$ cat config.mk
export PLATFORM = sky130hd
export DESIGN_NAME = murmur64b_stream_hash_top
export DESIGN_NICKNAME = d
export VERILOG_FILES = /design/src/rtl/core/mm64b_pkg.sv /design/src/rtl/core/mm64b_ctrl.sv /design/src/rtl/core/mm64b_dp.sv /design/src/rtl/core/murmur64b_stream_hash_top.sv
export SDC_FILE = /design/constraint.sdc
export NUM_CORES = 1
export LEC_CHECK = 0
export BUFFER_PORTS_ARGS = -buffer_cell sky130_fd_sc_hd__buf_2
export CORE_MARGIN = 2
export CORE_UTILIZATION = 46
export DETAILED_ROUTE_END_ITERATION = 6
export HOLD_SLACK_MARGIN = 0.02
export SYNTH_ARGS = -nofsm -noshare
export SYNTH_HDL_FRONTEND = slang
export SYNTH_SLANG_ARGS = --single-unit
$ cat constraint.sdc
create_clock -name aclk -period 14.4 [get_ports aclk]
set_clock_uncertainty 0.15 [all_clocks]
set_input_delay 2.88 -clock aclk [delete_from_list [all_inputs] [get_ports aclk]]
set_output_delay 2.88 -clock aclk [all_outputs]
set_load 0.02 [all_outputs]
$ cat src/rtl/core/mm64b_pkg.sv
package mm64b_pkg;

    localparam int WORD_W   = 32;
    localparam int HASH_W   = 64;
    localparam int COUNT_W  = 3;
    localparam int OP_W     = 4;

    localparam logic [WORD_W-1:0] MUL_M = 32'h5bd1e995;

    localparam int MIX_SHIFT = 24;
    localparam int FIN_SH1   = 18;
    localparam int FIN_SH2   = 22;
    localparam int FIN_SH3   = 17;
    localparam int FIN_SH4   = 19;

    localparam logic [OP_W-1:0] OP_NONE   = 4'd0;
    localparam logic [OP_W-1:0] OP_ACCEPT = 4'd1;
    localparam logic [OP_W-1:0] OP_K1     = 4'd2;
    localparam logic [OP_W-1:0] OP_K2     = 4'd3;
    localparam logic [OP_W-1:0] OP_LANE   = 4'd4;
    localparam logic [OP_W-1:0] OP_PART   = 4'd5;
    localparam logic [OP_W-1:0] OP_F1     = 4'd6;
    localparam logic [OP_W-1:0] OP_F2     = 4'd7;
    localparam logic [OP_W-1:0] OP_F3     = 4'd8;
    localparam logic [OP_W-1:0] OP_F4     = 4'd9;

    typedef struct packed {
        logic [OP_W-1:0] op;
    } cmd_t;

    typedef struct packed {
        logic in_restart;
        logic in_full;
        logic in_partial;
        logic in_last;
        logic last;
        logic out_busy;
    } stat_t;

endpackage

$ cat src/rtl/core/mm64b_ctrl.sv
module mm64b_ctrl (
    input  logic             aclk,
    input  logic             aresetn,
    input  logic             s_valid,
    output logic             s_ready,
    input  mm64b_pkg::stat_t st,
    output mm64b_pkg::cmd_t  cmd
);
    import mm64b_pkg::*;

    localparam logic [3:0] ST_IDLE = 4'd0;
    localparam logic [3:0] ST_K1   = 4'd1;
    localparam logic [3:0] ST_K2   = 4'd2;
    localparam logic [3:0] ST_LANE = 4'd3;
    localparam logic [3:0] ST_PART = 4'd4;
    localparam logic [3:0] ST_F1   = 4'd5;
    localparam logic [3:0] ST_F2   = 4'd6;
    localparam logic [3:0] ST_F3   = 4'd7;
    localparam logic [3:0] ST_F4   = 4'd8;

    logic [3:0] state_reg;
    logic [3:0] state_next;
    logic       xfer;

    assign s_ready = (state_reg == ST_IDLE);
    assign xfer    = s_valid && s_ready;

    always_comb begin
        state_next = state_reg;
        cmd.op     = OP_NONE;
        unique case (state_reg)
            ST_IDLE: begin
                if (xfer) begin
                    cmd.op = OP_ACCEPT;
                    priority if (st.in_restart) begin
                        state_next = ST_IDLE;
                    end else if (st.in_full) begin
                        state_next = ST_K1;
                    end else if (st.in_partial) begin
                        state_next = ST_PART;
                    end else if (st.in_last) begin
                        state_next = ST_F1;
                    end else begin
                        state_next = ST_IDLE;
                    end
                end
            end
            ST_K1: begin
                cmd.op     = OP_K1;
                state_next = ST_K2;
            end
            ST_K2: begin
                cmd.op     = OP_K2;
                state_next = ST_LANE;
            end
            ST_LANE: begin
                cmd.op     = OP_LANE;
                state_next = st.last ? ST_F1 : ST_IDLE;
            end
            ST_PART: begin
                cmd.op     = OP_PART;
                state_next = st.last ? ST_F1 : ST_IDLE;
            end
            ST_F1: begin
                cmd.op     = OP_F1;
                state_next = ST_F2;
            end
            ST_F2: begin
                cmd.op     = OP_F2;
                state_next = ST_F3;
            end
            ST_F3: begin
                cmd.op     = OP_F3;
                state_next = ST_F4;
            end
            ST_F4: begin
                if (!st.out_busy) begin
                    cmd.op     = OP_F4;
                    state_next = ST_IDLE;
                end
            end
            default: begin
                state_next = ST_IDLE;
            end
        endcase
    end

    always_ff @(posedge aclk) begin
        if (!aresetn) begin
            state_reg <= ST_IDLE;
        end else begin
            state_reg <= state_next;
        end
    end

    a_full_word_mixes: assert property (@(posedge aclk) disable iff (!aresetn)
        xfer && !st.in_restart && st.in_full |=> state_reg == ST_K1)
        else $error("full word did not start mixing");

    a_restart_stays_idle: assert property (@(posedge aclk) disable iff (!aresetn)
        xfer && st.in_restart |=> state_reg == ST_IDLE)
        else $error("restart left idle");

endmodule

$ cat src/rtl/core/mm64b_dp.sv
module mm64b_dp (
    input  logic                              aclk,
    input  logic                              aresetn,
    input  mm64b_pkg::cmd_t                   cmd,
    output mm64b_pkg::stat_t                  st,
    input  logic                              s_mode,
    input  logic [mm64b_pkg::WORD_W-1:0]      s_data_word,
    input  logic [mm64b_pkg::COUNT_W-1:0]     s_byte_count,
    input  logic [mm64b_pkg::WORD_W-1:0]      s_total_length,
    input  logic                              s_last_word,
    input  logic                              cfg_valid,
    input  logic                              cfg_ready,
    input  logic [mm64b_pkg::HASH_W-1:0]      cfg_data,
    output logic                              m_valid,
    input  logic                              m_ready,
    output logic [mm64b_pkg::HASH_W-1:0]      m_hash_value
);
    import mm64b_pkg::*;

    logic [HASH_W-1:0]  seed_reg,   seed_next;
    logic [HASH_W-1:0]  chain_reg,  chain_next;
    logic [WORD_W-1:0]  lane1_reg,  lane1_next;
    logic [WORD_W-1:0]  lane2_reg,  lane2_next;
    logic [WORD_W-1:0]  tmp_reg,    tmp_next;
    logic [WORD_W-1:0]  word_reg,   word_next;
    logic [1:0]         cnt_reg,    cnt_next;
    logic               last_reg,   last_next;
    logic               par_reg,    par_next;
    logic               open_reg,   open_next;
    logic               oval_reg,   oval_next;
    logic [HASH_W-1:0]  hash_reg,   hash_next;

    logic [WORD_W-1:0]  mul_in;
    logic [WORD_W-1:0]  mul_prod;
    logic [WORD_W-1:0]  part_mask;

    assign st.in_restart = s_mode;
    assign st.in_full    = s_byte_count[2];
    assign st.in_partial = !s_byte_count[2] && (s_byte_count[1:0] != 2'd0);
    assign st.in_last    = s_last_word;
    assign st.last       = last_reg;
    assign st.out_busy   = oval_reg && !m_ready;

    assign m_valid      = oval_reg;
    assign m_hash_value = hash_reg;

    always_comb begin
        unique case (cnt_reg)
            2'd1:    part_mask = 32'h0000_00ff;
            2'd2:    part_mask = 32'h0000_ffff;
            default: part_mask = 32'h00ff_ffff;
        endcase
    end

    // shared constant multiplier, operand picked per step
    always_comb begin
        unique case (cmd.op)
            OP_K1:   mul_in = word_reg;
            OP_K2:   mul_in = tmp_reg ^ (tmp_reg >> MIX_SHIFT);
            OP_LANE: mul_in = par_reg ? lane2_reg : lane1_reg;
            OP_PART: mul_in = lane2_reg ^ (word_reg & part_mask);
            OP_F1:   mul_in = lane1_reg ^ (lane2_reg >> FIN_SH1);
            OP_F2:   mul_in = lane2_reg ^ (lane1_reg >> FIN_SH2);
            OP_F3:   mul_in = lane1_reg ^ (lane2_reg >> FIN_SH3);
            OP_F4:   mul_in = lane2_reg ^ (lane1_reg >> FIN_SH4);
            default: mul_in = '0;
        endcase
    end

    assign mul_prod = mul_in * MUL_M;

    always_comb begin
        seed_next  = seed_reg;
        chain_next = chain_reg;
        lane1_next = lane1_reg;
        lane2_next = lane2_reg;
        tmp_next   = tmp_reg;
        word_next  = word_reg;
        cnt_next   = cnt_reg;
        last_next  = last_reg;
        par_next   = par_reg;
        open_next  = open_reg;
        oval_next  = oval_reg;
        hash_next  = hash_reg;

        if (oval_reg && m_ready) begin
            oval_next = 1'b0;
        end
        if (cfg_valid && cfg_ready) begin
            seed_next = cfg_data;
        end

        unique case (cmd.op)
            OP_ACCEPT: begin
                word_next = s_data_word;
                cnt_next  = s_byte_count[1:0];
                last_next = s_last_word;
                if (s_mode) begin
                    chain_next = seed_reg;
                    lane1_next = '0;
                    lane2_next = '0;
                    par_next   = 1'b0;
                    open_next  = 1'b0;
                end else if (!open_reg) begin
                    lane1_next = chain_reg[WORD_W-1:0] ^ s_total_length;
                    lane2_next = chain_reg[HASH_W-1:WORD_W];
                    par_next   = 1'b0;
                    open_next  = 1'b1;
                end
            end
            OP_K1, OP_K2: begin
                tmp_next = mul_prod;
            end
            OP_LANE: begin
                if (par_reg) begin
                    lane2_next = mul_prod ^ tmp_reg;
                end else begin
                    lane1_next = mul_prod ^ tmp_reg;
                end
                par_next = !par_reg;
            end
            OP_PART, OP_F2: begin
                lane2_next = mul_prod;
            end
            OP_F1, OP_F3: begin
                lane1_next = mul_prod;
            end
            OP_F4: begin
                chain_next = {lane1_reg, mul_prod};
                hash_next  = {lane1_reg, mul_prod};
                oval_next  = 1'b1;
                lane1_next = '0;
                lane2_next = '0;
                par_next   = 1'b0;
                open_next  = 1'b0;
            end
            default: begin
            end
        endcase
    end

    always_ff @(posedge aclk) begin
        if (!aresetn) begin
            seed_reg  <= '0;
            chain_reg <= '0;
            lane1_reg <= '0;
            lane2_reg <= '0;
            par_reg   <= 1'b0;
            open_reg  <= 1'b0;
            oval_reg  <= 1'b0;
        end else begin
            seed_reg  <= seed_next;
            chain_reg <= chain_next;
            lane1_reg <= lane1_next;
            lane2_reg <= lane2_next;
            par_reg   <= par_next;
            open_reg  <= open_next;
            oval_reg  <= oval_next;
        end
    end

    always_ff @(posedge aclk) begin
        tmp_reg  <= tmp_next;
        word_reg <= word_next;
        cnt_reg  <= cnt_next;
        last_reg <= last_next;
        hash_reg <= hash_next;
    end

    a_no_overwrite: assert property (@(posedge aclk) disable iff (!aresetn)
        cmd.op == OP_F4 |-> !(oval_reg && !m_ready))
        else $error("result overwritten before transfer");

    a_result_source: assert property (@(posedge aclk) disable iff (!aresetn)
        $rose(oval_reg) |-> $past(cmd.op == OP_F4))
        else $error("result without finalization");

    a_close_after_final: assert property (@(posedge aclk) disable iff (!aresetn)
        cmd.op == OP_F4 |=> !open_reg && !par_reg && chain_reg == hash_reg)
        else $error("message not closed after finalization");

endmodule

$ cat src/rtl/core/murmur64b_stream_hash_top.sv
// Streaming MurmurHash64B over little-endian 32-bit words with a chained seed.
// Items are taken one at a time and all hashing runs through a single
// 32-bit constant multiplier. A full word takes the transfer and three
// multiplier passes, a partial word the transfer and a masked mix pass,
// a restart or empty non-last word the transfer alone. The last word of
// a message adds the finalization passes, the last of them waiting while
// the output register holds an earlier result. The result seeds the next
// message; a restart reloads it from the seed register the cfg port writes.
module murmur64b_stream_hash_top (
    input  logic                              aclk,
    input  logic                              aresetn,
    input  logic                              s_valid,
    output logic                              s_ready,
    input  logic                              s_mode,
    input  logic [mm64b_pkg::WORD_W-1:0]      s_data_word,
    input  logic [mm64b_pkg::COUNT_W-1:0]     s_byte_count,
    input  logic [mm64b_pkg::WORD_W-1:0]      s_total_length,
    input  logic                              s_last_word,
    output logic                              m_valid,
    input  logic                              m_ready,
    output logic [mm64b_pkg::HASH_W-1:0]      m_hash_value,
    input  logic                              cfg_valid,
    output logic                              cfg_ready,
    input  logic [mm64b_pkg::HASH_W-1:0]      cfg_data
);
    import mm64b_pkg::*;

    cmd_t  cmd;
    stat_t st;

    assign cfg_ready = 1'b1;

    mm64b_ctrl u_ctrl (
        .aclk    (aclk),
        .aresetn (aresetn),
        .s_valid (s_valid),
        .s_ready (s_ready),
        .st      (st),
        .cmd     (cmd)
    );

    mm64b_dp u_dp (
        .aclk           (aclk),
        .aresetn        (aresetn),
        .cmd            (cmd),
        .st             (st),
        .s_mode         (s_mode),
        .s_data_word    (s_data_word),
        .s_byte_count   (s_byte_count),
        .s_total_length (s_total_length),
        .s_last_word    (s_last_word),
        .cfg_valid      (cfg_valid),
        .cfg_ready      (cfg_ready),
        .cfg_data       (cfg_data),
        .m_valid        (m_valid),
        .m_ready        (m_ready),
        .m_hash_value   (m_hash_value)
    );

endmodule
==> summary.md, run 1 <==
| Metric | Value |
|---|---|
| Post-Route Hold Slack | `0.3156 ns` |
| Most instantiated cells after synthesis | `inv_1, ha_1, nor2_1, dfxtp_1, fa_1` |
| Mapped Cells | `2,465` |
| Initial antenna violation count | `2` |
| Nets | `3,155` |
| MaxCap Viol Count | `0` |
| Clock transition at path regs | `0.06 ns` |
| Placer Congestion | `0.9600` |
| Hold EP | `u_dp.chain_reg[17]` |
| First-pass GRT wire length | `122,600 um` |
| Slowest stage cell on the critical path | `a211oi_1` |
| FMAX | `86.76 MHz` |
| Hold path cells | `2` |
| Share of post-route cells with drive strength above 1 | `0.1286` |
| DRT Wirelength | `81,810 um` |
| Main synth FF type | `dfxtp_1` |
| Flops & latches, synth | `330` |
| Syn avg cell area | `9.751 um2` |
| Critical Path Max Stage Delay | `0.77 ns` |
| Hold buffer count at cts | `0` |
| Chip width | `232.6 um` |
| I/O Pins | `205` |
| Drt initial violations | `1,861` |
| Setup crit start kind | `primary input` |
| Status | `finished with violations` |
| ANT nets after route | `0` |
| DRC | `1` |
| Die area | `54,100 um2` |
| Final non-filler cell total | `3,325` |
| Max-slew headroom | `0.2132` |
| Setup CP Type | `in -> reg` |
| Yosys cell types | `84` |
| CTS H-tree depth | `2` |
| RSZ-0062 raised after global routing | `no` |
| Post-synth top area share | `0.1657` |
| Core area | `51,510 um2` |
| Core Util, Final | `0.5230` |
| Reg-to-reg endpoint | `u_dp.lane1_reg[31]` |
| Most frequent cell after synthesis | `inv_1` |
| Endpoints failing hold | `0` |
| Placed cell count | `3,263` |
| Post-Syn Area | `24,040 um2` |
| TritonRoute pass-1 iters | `7` |
| R2R depth | `30` |
| R2r setup slk | `3.84 ns` |
| Syn nets | `3,001` |
| CP Max Fanout | `76` |
| Post-synth EDFFs | `131` |
| Fin. max-slew vios | `0` |
| GRT Resource Usage Total | `0.3052` |
| Top post-synthesis cells by area | `dfxtp_1, edfxtp_1, fa_1` |
| Hpwl dp | `61,830 um` |
| Worst Min Path Start | `u_dp.chain_reg[17]` |
| Row count | `83` |
| CTS tree | `done` |
| Failing checks | `design-rule violations` |
| CTS sink cnt | `330` |
| Setup Fix Bufs, Post-CTS | `0` |
| Routed vias | `19,340` |
| Via density | `5.816` |
| Die H | `232.6 um` |
| Starting Density | `0.4666` |
| # port buffers | `203` |
| Min cycle time layout | `11.53 ns` |
| Tcrit/Tclk final | `0.8004` |
| Number of buffers created by CTS | `34` |
| WP data arrival | `11.83 ns` |
| FFs w/ async S/R, synth | `0` |
| Setup tns final | `0 ns` |
| Cts repair resizes | `0` |
| HP Class | `reg -> reg` |
| Largest area contributor in the netlist | `dfxtp_1` |
| Area grow syn2layout | `12.07%` |
| RR Startpoint | `u_ctrl.state_reg[0]` |
| Pin count of the biggest net entering global routing | `94` |
| CP Capture Type | `register` |
| Maximum root-to-sink buffer count | `3` |
| CP required | `14.70 ns` |
| Yosys warnings | `0` |
| Vias in the first global route | `19,430` |
| Worst slew pin tran | `1.176 ns` |
| Sequential area share after synthesis | `0.3294` |
| Drt wl/cell | `24.61 um` |
| Root cell of the clock tree | `clkbuf_16` |
| Gr ovfl total | `0` |
| Worst-Skew Late Latency | `0.53 ns` |
| Final setup violation count | `0` |
[cell families after synthesis]
| family | synth area share |
|---|---|
| AOI/OAI and AO/OA | 0.1584 |
| buffers and inverters | 0.08027 |
| and+or+nand+nor | 0.09000 |
| adders and majority gates | 0.2637 |
| DFF | 0.3294 |
| xor gates and xnor gates | 0.04789 |
| muxes | 0.03019 |
| other | 0.0001560 |
[layer usage]
layer,global-route usage,vias up,part of all wire
met1,0.4169,9519,0.42
met3,0.05331,159,0.082
met4,0.1075,2,0.038
met5,0,-,0.00013
li1,-,8824,-
met2,0.4877,833,0.46
[layout by cell type, fill, tap and decap left out, types with 20 or more instances in the layout]
cell type,count
buf_2,202
xor2_1,50
buf_4,44
dfxtp_1,199
a22oi_1,23
a222oi_1,20
a311oi_1,55
xnor2_1,59
ha_1,217
a21oi_1,120
o21ai_0,109
clkbuf_16,36
inv_1,375
a211oi_1,28
fa_1,181
nor2_1,212
nand2_1,179
mux2i_1,68
a221oi_1,53
edfxtp_1,131
[area by class of cell]
cell class              instances  area [um2]
diodes                          1       2.502
well taps                     680       850.8
inverters                     380        1434
flip-flops and latches        330        7918
clock buffers                  48       985.9
multi-input cells            1627       14230
repair buffers                246        1341
clock inverters                13       170.2
fillers                      4843       24570
[through the flow]
stage | worst slack [ns] | instance area (um2)
global route | 2.376 | 26930
detailed placement | 2.473 | 25780
CTS | 2.968 | 26930
floorplan | 3.331 | 24040
global placement | 2.606 | 25780
finish | 2.875 | 26940
[critical path, delay by kind of cell]
kind | cells | cell delay [ns]
xor+xnor | 1 | 0.44
compound gates | 8 | 2.97
fa+ha+maj | 9 | 3.38
buf+inv | 8 | 1.49
simple gates | 4 | 0.61
[worst max path at each step]
stage	from	to	slack (ns)	cells past startpoint
after floorplan	m_ready	u_dp.lane2_reg[31]	3.33	28
after global placement	m_ready	u_dp.lane2_reg[31]	2.61	30
after detailed placement	m_ready	u_dp.lane1_reg[31]	2.47	27
after CTS	m_ready	u_dp.lane2_reg[31]	2.97	27
after global routing	m_ready	u_dp.lane1_reg[31]	2.38	27
final	m_ready	u_dp.lane1_reg[31]	2.87	30
Power of run 1 is left out: the tool's default activity adds up to more than one toggle a clock period on the data nets, which glitch-free logic cannot reach.
==> run 2, diff against run 1 <==
==> constraint.sdc (replaced) <==
create_clock -name aclk -period 11.1 [get_ports aclk]
set_clock_uncertainty 0.15 [all_clocks]
set_input_delay 2.22 -clock aclk [delete_from_list [all_inputs] [get_ports aclk]]
set_output_delay 2.22 -clock aclk [all_outputs]
set_load 0.02 [all_outputs]
==> summary.md, run 2 (synthesized netlist as in run 1, its figures left out) <==
| Metric | Value |
|---|---|
| Min cycle time layout | `10.68 ns` |
| Failing checks | `design-rule violations` |
| TritonRoute pass-1 iters | `7` |
| Endpoints failing hold | `0` |
| Nets | `3,186` |
| CTS H-tree depth | `2` |
| Tcrit/Tclk final | `0.9621` |
| Setup crit start kind | `primary input` |
| DRT Wirelength | `80,980 um` |
| FMAX | `93.64 MHz` |
| ANT nets after route | `0` |
| CTS sink cnt | `330` |
| Placed cell count | `3,294` |
| Hold buffer count at cts | `0` |
| Worst slew pin tran | `1.298 ns` |
| WP data arrival | `10.95 ns` |
| I/O Pins | `205` |
| Vias in the first global route | `19,760` |
| Fin. max-slew vios | `0` |
| Clock transition at path regs | `0.06 ns` |
| CTS tree | `done` |
| Initial antenna violation count | `3` |
| Worst-Skew Late Latency | `0.53 ns` |
| Hpwl dp | `62,270 um` |
| MaxCap Viol Count | `0` |
| # port buffers | `203` |
| Reg-to-reg endpoint | `u_dp.lane2_reg[30]` |
| Pin count of the biggest net entering global routing | `93` |
| CP required | `11.37 ns` |
| Maximum root-to-sink buffer count | `3` |
| Setup CP Type | `in -> reg` |
| HP Class | `reg -> reg` |
| Cts repair resizes | `0` |
| Most frequent cells in the layout | `inv_1, ha_1, nor2_1, buf_2, dfxtp_1` |
| Chip width | `232.6 um` |
| Routed vias | `19,520` |
| CP Max Fanout | `16` |
| Worst Setup EP | `u_dp.chain_reg[27]` |
| Setup Fix Bufs, Post-CTS | `0` |
| Area grow syn2layout | `12.85%` |
| Final setup violation count | `0` |
| Setup tns final | `0 ns` |
| Gr ovfl total | `0` |
| Share of post-route cells with drive strength above 1 | `0.1383` |
| Max-slew headroom | `0.1287` |
| Placer Congestion | `1.001` |
| Final non-filler cell total | `3,358` |
| Crit path launch | `m_ready` |
| Core area | `51,510 um2` |
| Critical Path Max Stage Delay | `0.82 ns` |
| Number of buffers created by CTS | `34` |
| Slowest stage cell on the critical path | `a2111oi_1` |
| RR Startpoint | `u_ctrl.state_reg[0]` |
| Status | `finished with violations` |
| GRT Resource Usage Total | `0.3020` |
| Die area | `54,100 um2` |
| Row count | `83` |
| Via density | `5.811` |
| DRC | `6` |
| Drt initial violations | `1,713` |
| First-pass GRT wire length | `122,200 um` |
| RSZ-0062 raised after global routing | `no` |
| CP Capture Type | `register` |
| Drt wl/cell | `24.12 um` |
| Starting Density | `0.4666` |
| R2r setup slk | `0.82 ns` |
| Most common cell after layout, fill and taps aside | `inv_1` |
| Die H | `232.6 um` |
| Root cell of the clock tree | `clkbuf_16` |
| R2R depth | `28` |
run 2: final cells by class:
type	count	area, um2
multi-input combinational	1627	14230
antenna	2	5.005
sequential	330	7918
clock buffer	50	1026
inverter	380	1434
fill	4751	24380
timing repair buffer	277	1574
clock inverter	12	85.08
tap	680	850.8
run 2: metal layers:
metal	part of all wire	routed length, um	global-route usage	vias to the layer above
met2	0.46	37510	0.4892	839
li1	-	-	-	8884
met4	0.032	2608	0.09594	2
met3	0.075	6097	0.04179	132
met1	0.43	34760	0.4180	9658
met5	0.00016	13	0	-
run 2: metrics by stage:
step,hold WS [ns],instance area (um2),util,setup slack (ns)
2_1_floorplan,0.2564,24040,-,0.6911
3_3_place_gp,0.3004,26010,0.5050,0.1966
3_5_place_dp,0.3065,26010,0.5050,0.1422
4_1_cts,0.3143,27120,0.5265,0.6643
5_1_grt,0.3360,27120,0.5265,0.2528
6_report,0.3130,27130,0.5266,0.4204
run 2: worst max-delay path, delay by kind of cell:
| family | cells | cell delay [ns] |
|---|---|---|
| simple gates | 5 | 1.08 |
| buf+inv | 8 | 1.05 |
| fa+ha+maj | 9 | 3.40 |
| xor+xnor | 1 | 0.65 |
| compound gates | 7 | 2.53 |
run 2: worst min path at each step:
stage,startpoint,end,slack (ns),cells past startpoint
6_report,u_dp.chain_reg[16],u_dp.chain_reg[16],0.31,2
5_1_grt,u_dp.chain_reg[16],u_dp.chain_reg[16],0.34,2
4_1_cts,u_dp.chain_reg[16],u_dp.chain_reg[16],0.31,2
3_5_place_dp,u_dp.chain_reg[16],u_dp.chain_reg[16],0.31,2
3_3_place_gp,u_dp.chain_reg[16],u_dp.chain_reg[16],0.30,2
2_1_floorplan,u_dp.lane1_reg[31],u_dp.m_hash_value[63],0.26,0
Power of run 2 is left out for the same reason.
